===== src/rtl/core/spas_pkg.sv =====
// ----------------------------------------------------------------------------
// spas_pkg
// Shared types and codes for the sparse polynomial add/sub/scale block.
// ----------------------------------------------------------------------------
package spas_pkg;

   typedef enum logic [2:0] {
      KIND_CLEAR  = 3'd0,
      KIND_LOAD_A = 3'd1,
      KIND_LOAD_B = 3'd2,
      KIND_ADD    = 3'd3,
      KIND_SUB    = 3'd4,
      KIND_SCALE  = 3'd5
   } kind_type;

   typedef enum logic [1:0] {
      OP_ADD   = 2'd0,
      OP_SUB   = 2'd1,
      OP_SCALE = 2'd2
   } op_type;

   typedef struct packed {
      op_type      op;
      logic [31:0] factor;
   } cmd_type;

   typedef enum logic [3:0] {
      ST_IDLE,
      ST_A_RD,
      ST_A_SCAN,
      ST_A_MUL,
      ST_A_WR,
      ST_B_RD,
      ST_B_SCAN,
      ST_B_WR,
      ST_SH_RD,
      ST_SH_CMP,
      ST_EMIT_RD,
      ST_EMIT_OUT,
      ST_EMPTY
   } state_type;

   function automatic logic [31:0] sat33(input logic signed [32:0] v);
      logic [31:0] r;
      if (v > 33'sh0_7FFF_FFFF) r = 32'h7FFF_FFFF;
      else if (v < -33'sh0_8000_0000) r = 32'h8000_0000;
      else r = v[31:0];
      return r;
   endfunction

endpackage


===== src/rtl/core/spas_front.sv =====
// ----------------------------------------------------------------------------
// spas_front
// Accepts commands, loads term lists, keeps counts and overflow flag, and
// queues compute commands for the back end.
// ----------------------------------------------------------------------------
module spas_front #(
   parameter int MAX_TERMS = 32,
   parameter int CW = $clog2(MAX_TERMS + 1)
) (
   input  logic                     clock,
   input  logic                     reset,
   input  logic                     start,
   input  logic [2:0]               kind,
   input  logic [31:0]              coefficient,
   input  logic [15:0]              degree,
   input  logic [31:0]              factor,
   input  logic                     back_busy,
   output logic                     busy,
   output logic                     q_valid,
   output spas_pkg::cmd_type        q_cmd,
   input  logic                     q_pop,
   output logic                     wr_a,
   output logic                     wr_b,
   output logic [CW-1:0]            wr_idx,
   output logic [47:0]              wr_data,
   output logic [CW-1:0]            a_count,
   output logic [CW-1:0]            b_count,
   output logic                     overflow
);
   logic [CW-1:0] a_count_ff, a_count_in, b_count_ff, b_count_in;
   logic          ovf_ff, ovf_in;
   logic          qv_ff, qv_in;
   spas_pkg::cmd_type qc_ff, qc_in;
   logic          acc;

   assign busy = qv_ff | back_busy;
   assign acc  = start & ~busy;

   always_comb begin
      a_count_in = a_count_ff;
      b_count_in = b_count_ff;
      ovf_in     = ovf_ff;
      qv_in      = qv_ff & ~q_pop;
      qc_in      = qc_ff;
      wr_a       = 1'b0;
      wr_b       = 1'b0;
      wr_idx     = a_count_ff;
      if (acc) begin
         unique case (kind)
            spas_pkg::KIND_CLEAR: begin
               a_count_in = '0;
               b_count_in = '0;
               ovf_in     = 1'b0;
            end
            spas_pkg::KIND_LOAD_A: begin
               if (a_count_ff < CW'(MAX_TERMS)) begin
                  wr_a       = 1'b1;
                  a_count_in = a_count_ff + 1'b1;
               end else begin
                  ovf_in = 1'b1;
               end
            end
            spas_pkg::KIND_LOAD_B: begin
               wr_idx = b_count_ff;
               if (b_count_ff < CW'(MAX_TERMS)) begin
                  wr_b       = 1'b1;
                  b_count_in = b_count_ff + 1'b1;
               end else begin
                  ovf_in = 1'b1;
               end
            end
            spas_pkg::KIND_ADD: begin
               qv_in     = 1'b1;
               qc_in.op  = spas_pkg::OP_ADD;
            end
            spas_pkg::KIND_SUB: begin
               qv_in     = 1'b1;
               qc_in.op  = spas_pkg::OP_SUB;
            end
            spas_pkg::KIND_SCALE: begin
               qv_in     = 1'b1;
               qc_in.op  = spas_pkg::OP_SCALE;
               qc_in.factor = factor;
            end
            default: ;
         endcase
      end
   end

   always_ff @(posedge clock) begin
      if (reset) begin
         a_count_ff <= '0;
         b_count_ff <= '0;
         ovf_ff     <= 1'b0;
         qv_ff      <= 1'b0;
      end else begin
         a_count_ff <= a_count_in;
         b_count_ff <= b_count_in;
         ovf_ff     <= ovf_in;
         qv_ff      <= qv_in;
      end
      qc_ff <= qc_in;
   end

   assign wr_data  = {coefficient, degree};
   assign q_valid  = qv_ff;
   assign q_cmd    = qc_ff;
   assign a_count  = a_count_ff;
   assign b_count  = b_count_ff;
   assign overflow = ovf_ff;
endmodule


===== config.mk =====
export PLATFORM = sky130hd
export DESIGN_NAME = spas_front
export DESIGN_NICKNAME = d
export VERILOG_FILES = /design/src/rtl/core/spas_pkg.sv /design/src/rtl/core/spas_front.sv
export SDC_FILE = /design/constraint.sdc
export NUM_CORES = 1
export LEC_CHECK = 0
export ABC_AREA = 1
export BUFFER_PORTS_ARGS = -buffer_cell sky130_fd_sc_hd__buf_2
export CAP_MARGIN = 10
export CELL_PAD_IN_SITES_DETAIL_PLACEMENT = 1
export CELL_PAD_IN_SITES_GLOBAL_PLACEMENT = 1
export CORE_MARGIN = 1.5
export CORE_UTILIZATION = 29
export DETAILED_ROUTE_END_ITERATION = 12
export GPL_ROUTABILITY_DRIVEN = 0
export GPL_TIMING_DRIVEN = 0
export PLACE_DENSITY_LB_ADDON = 0.08
export SYNTH_ARGS = -nofsm -noshare
export SYNTH_HDL_FRONTEND = slang
export SYNTH_SLANG_ARGS = --single-unit

===== constraint.sdc =====
create_clock -name clock -period 5.5 [get_ports clock]
set_input_delay 0.825 -clock clock [delete_from_list [all_inputs] [get_ports clock]]
set_output_delay 0.825 -clock clock [all_outputs]
set_load 0.03 [all_outputs]

==> After elaboration in Yosys (flattened, before gate mapping) <==
Index checks and enable logic that the tools add are counted.
{ "totals": {"elab_cells": 53, "in_bits": 88, "register_bits": 48, "output_inout_bits": 105} }
{ "classes": {"n_mux": 18, "reduce_logical": 11, "bitwise": 5, "magnitude_cmp": 2, "n_addsub": 2, "eq_ne": 9} }
{ "op_table": {"columns": ["cell", "count"], "rows": [
  ["2-to-1 mux 6 bit", 4],
  ["case mux 6 bit (2 select lines)", 2],
  ["adder 6 x 1 -> 6 bit (second input constant)", 2],
  ["< comparator 6 bit (second input constant)", 2],
  ["2-to-1 mux 1 bit", 10],
  ["!= test 2 bit (second input constant)", 4],
  ["equality test 3 x 2 -> 1 bit (second input constant)", 2],
  ["equality test 3 bit (second input constant)", 2],
  ["case mux 2 bit (3 select lines)", 1],
  ["AND reduction 3 bit", 2],
  ["nonzero test 3 bit", 2],
  ["AND reduction 2 bit", 2],
  ["AND reduction 4 bit", 1],
  ["nonzero test 2 bit", 2],
  ["equality test 3 x 1 -> 1 bit (second input constant)", 1],
  ["zero test 3 bit", 1],
  ["case mux 1 bit (3 select lines)", 1],
  ["OR reduction 3 bit", 1],
  ["bitwise AND 1 bit", 2],
  ["NOT 1 bit", 2],
  ["bitwise OR 1 bit", 1]
]} }

==> Longest topological paths before layout <==
{ "logic_depth": {"depth_word": 4, "depth_mapped": 8} }

==> Worst setup path before layout <==
OpenSTA, ideal clock, no wires.
{ "synth_timing": {"path_type": "in2reg", "start": "input back_busy", "end": "register qc_ff, in the netlist q_cmd[0], enable pin", "slack_ns": 1.660, "arrival_ns": 3.379, "required_ns": 5.039, "setup_time_ns": 0.461, "path_stages": 3, "cell_sequence": "inv_1 nand3_1 nor3_1"} }
{ "synth_via": {"elab_chain_len": 4} }
{ "synth_rtl": {"columns": ["element", "line_no", "source"], "rows": [
  ["from (decl)", "spas_front.sv:17", "input logic back_busy,"],
  ["bitwise OR 1 bit", "spas_front.sv:36", "assign busy = qv_ff | back_busy;"],
  ["NOT 1 bit", "spas_front.sv:37", "assign acc = start & ~busy;"],
  ["bitwise AND 1 bit", "spas_front.sv:37", null],
  ["AND reduction 2 bit (no line)", null, null],
  ["to (signal assigned)", "spas_front.sv:102", "qc_ff <= qc_in;"],
  ["to (decl)", "spas_front.sv:33", "spas_pkg::cmd_type qc_ff, qc_in;"]
]} }
No other way between the ends.
A chain may end at the register's enable or synchronous reset.

==> Worst setup path in the final report <==
{ "layout_timing": {"start": "input kind[0]", "end": "output wr_idx[1]"} }
{ "layout_via": {"elab_chain_len": 3} }
{ "layout_rtl": {"columns": ["element", "line_no", "source"], "rows": [
  ["from (decl)", "spas_front.sv:13", "input logic [2:0] kind,"],
  ["equality test 3 x 2 -> 1 bit", "spas_front.sv:49", "unique case (kind)"],
  ["2-to-1 mux 6 bit", "spas_front.sv:49", null],
  ["2-to-1 mux 6 bit", "spas_front.sv:48", "if (acc) begin"],
  ["to (decl)", "spas_front.sv:24", "output logic [CW-1:0] wr_idx,"]
]} }
No other way between the ends.

==> results.txt <==
Reg-to-reg endpoint -> q_cmd[31]$_DFFE_PP_
Placed wire-length estimate -> 5040 µm
Postcts setup bufs -> 0
Combinational share of power -> 18.1%
Initial antenna violation count -> 0
Register bit total from synthesis -> 48
Internal cell power -> 531 µW
Starting density of the core -> 30.0%
Clock Skew -> 0.00982 ns
Resized cells post-CTS -> 0
TritonCTS buffer count -> 5
Crit path max fanout -> 10
Quantity of hold-fixing buffers added after cts -> 0
Synth Net Count -> 315
Final Core Density -> 42.3%
PortBufs -> 143
Reg power frac -> 53.4%
# IOs -> 193
DR vias -> 2003
Hold endpoint -> overflow$_SDFFE_PP0P_
WL/cell -> 12.7 µm
Register area share after synthesis -> 55.9%
Die Y -> 92.6 µm
Critical-path cell list -> buf_2 -> nor2_2 -> inv_2 -> nor2_4 -> nand2_4 -> buf_6 -> inv_4 -> nand2_1 -> nand2_1 -> buf_2
Syn-to-layout area delta -> 41.2%
Final hold slack -> 0.462 ns
CP Capture Type -> primary output
Clk pin slew, worst setup/hold paths -> 0.09 ns
Required time of the critical path -> 4.68 ns
Setup CP Type -> primary input to primary output
Min-delay src -> overflow$_SDFFE_PP0P_
Routed WL -> 6090 µm
Status -> complete, no violations
Starting DRT DRC Count -> 21
Die width -> 92.6 µm
Synthesized area -> 2330 µm²
Main combinational cell family by area after synthesis -> buffers and inverters
VDD IR-drop max -> 87.0 µV
Sw frac -> 27.8%
Vias in the first global route -> 1901
CP delay by family, top -> buffers and inverters
Max_cap viols -> 0
Final Slew Violations -> 0
Final setup violation count -> 0
Most frequent cells after synthesis -> 48 x buf_4, 34 x edfxtp_1, 34 x nand2_1
Min-delay worst type -> flip-flop to flip-flop
Simple-gate share of the synthesized area -> 16.5%
CP startpoint kind -> primary input
Placed Cells incl. Taps -> 472
Core Area -> 7770 µm²
Vias per inst -> 4.17
Clock network power share -> 28.6%
Global Route Usage Sum -> 13.7%
Global-route wire length before repair -> 9170 µm
EDFF count, synth -> 34
Worst Max-Slew Pin Slew -> 0.965 ns
Root buffer cell -> clkbuf_8
Length of the first detailed-routing pass in iterations -> 4
Adder-cell share of the synthesized area -> 1.08%
CTS tree -> yes
Worst path arrival time -> 1.91 ns
Synth top area cells -> edfxtp_1 44%, buf_4 15%, dfxtp_1 12%
Final min period -> 2.74 ns
Top cell type by total area after synthesis -> edfxtp_1
Share of cells above drive strength 1 -> 60.3%
CTS H-tree depth -> 2
Synth unique cells -> 25
Worst Reg-to-Reg Cells -> 4
Syn avg cell area -> 10.3 µm²
RSZ-0062 raised after global routing -> no
Post-Synthesis Cells -> 225
Final Hold Vio Count -> 0
Clk sink count -> 48
Reg2reg setup slack -> 3.39 ns
Synth top area share -> 43.9%
Most common cell in the synthesized netlist -> buf_4
Leak pwr -> 0.00159 µW
Hold path depth -> 2
Diode count -> 0
Levels on crit path -> 10
Final period util -> 49.8%
Async set or reset register ratio after synthesis -> 0%
GR Overflow Total -> 0
Multiplexer area fraction after synthesis -> 0%
Worst Path Buf+Inv -> 5
Die area -> 8570 µm²
RR Startpoint -> q_valid$_SDFF_PP0_
Post-synthesis compound-gate area fraction -> 5.54%
Clock buffer depth -> 2
Most used DFF post-synth -> edfxtp_1
Filler-free cell count of the finished design -> 480
Fmax -> 365 MHz
Power Density -> 224 nW/µm²
XOR/XNOR share of the synthesized area -> 0.753%
Nets -> 467
Max-slew headroom -> 35.3%
Setup TNS -> 0 ns
CP max-delay cell -> buf_2
DRC viols -> 0
Clk_lat worst skew -> 0.30 ns
Yosys warning count -> 0
Worst path max stage delay -> 0.19 ns
Antenna viol nets, final -> 0
Largest net degree at the start of global routing -> 16
P_sw -> 204 µW
Core Rows -> 32
Dpl ws -> 2.74 ns
Post-route setup slack -> 2.76 ns
==> placed cells by master (no fill, tap or decap), types with 2 or more instances in the layout <==
cell and n:
ha_1 2, clkbuf_8 5, o21ai_2 4, buf_6 4, dfxtp_1 14, buf_4 48, xor2_1 2, a21oi_2 2
a21oi_1 9, inv_2 3, nand2_2 3, edfxtp_1 34, nor2_4 4, clkinvlp_4 2, o21ai_0 2, nor3_1 2
nor2_2 5, buf_2 143, nand3_1 10, inv_1 19, nand2_1 34, nor2_1 19
==> registers in the layout, summed over array words and instances (netlist names) <==
signal	cells
a_count	6
q_cmd	34
b_count	6
q_valid	1
overflow	1
==> metrics by stage <==
stage / cell area [µm²] / power, µW
4_1_cts: 3290 / 746
6_report: 3290 / 735
3_3_place_gp: 3170 / 532
2_1_floorplan: 2330 / 493
5_1_grt: 3290 / 765
3_5_place_dp: 3200 / 535
==> how the worst max path moves through the flow <==
stage	to	slack [ns]	start
finish	wr_idx[1]	2.76	kind[0]
global route	wr_idx[3]	2.66	kind[0]
CTS	wr_idx[5]	2.74	kind[0]
detailed placement	wr_idx[5]	2.74	kind[0]
global placement	q_cmd[10]$_DFFE_PP_	0.59	back_busy
floorplan	q_cmd[0]$_DFFE_PP_	1.66	back_busy
==> power groups by stage <==
| stage | registers (µW) | logic, µW | clock network [µW] |
|---|---|---|---|
| 2_1_floorplan | 409 | 84.6 | 0 |
| 3_3_place_gp | 401 | 131 | 0 |
| 3_5_place_dp | 401 | 134 | 0 |
| 4_1_cts | 392 | 134 | 220 |
| 5_1_grt | 393 | 142 | 231 |
| 6_report | 392 | 133 | 210 |
==> area by class of cell <==
type	count	area [µm²]
buffer	50	383
clock buffer	5	68.8
clock inverter	3	18.8
fill	953	4480
inverter	23	88.8
multi-input combinational	104	559
sequential	48	1300
tap	102	128
timing repair buffer	145	738
==> logic make-up after synthesis <==
group / count (synthesis)
fa+ha+maj: 2
buf+inv: 73
xor+xnor: 2
compound gates: 19
simple gates: 81
flops: 48
==> worst register-to-register path, stage by stage (launching register included) <==
cell and delay, ns:
dfxtp_1 0.33, inv_2 0.06, nand3_1 0.31, nor3_2 0.84
buf_6 0.27
==> layer usage <==
metal,vias up,global-route usage (%),share of wire [%]
li1,984,-,-
met3,4,3.20,7.7
met2,104,23.7,50
met5,-,0,0
met4,0,3.72,0.48
met1,911,17.0,42
(Power assumes the default switching activity.)
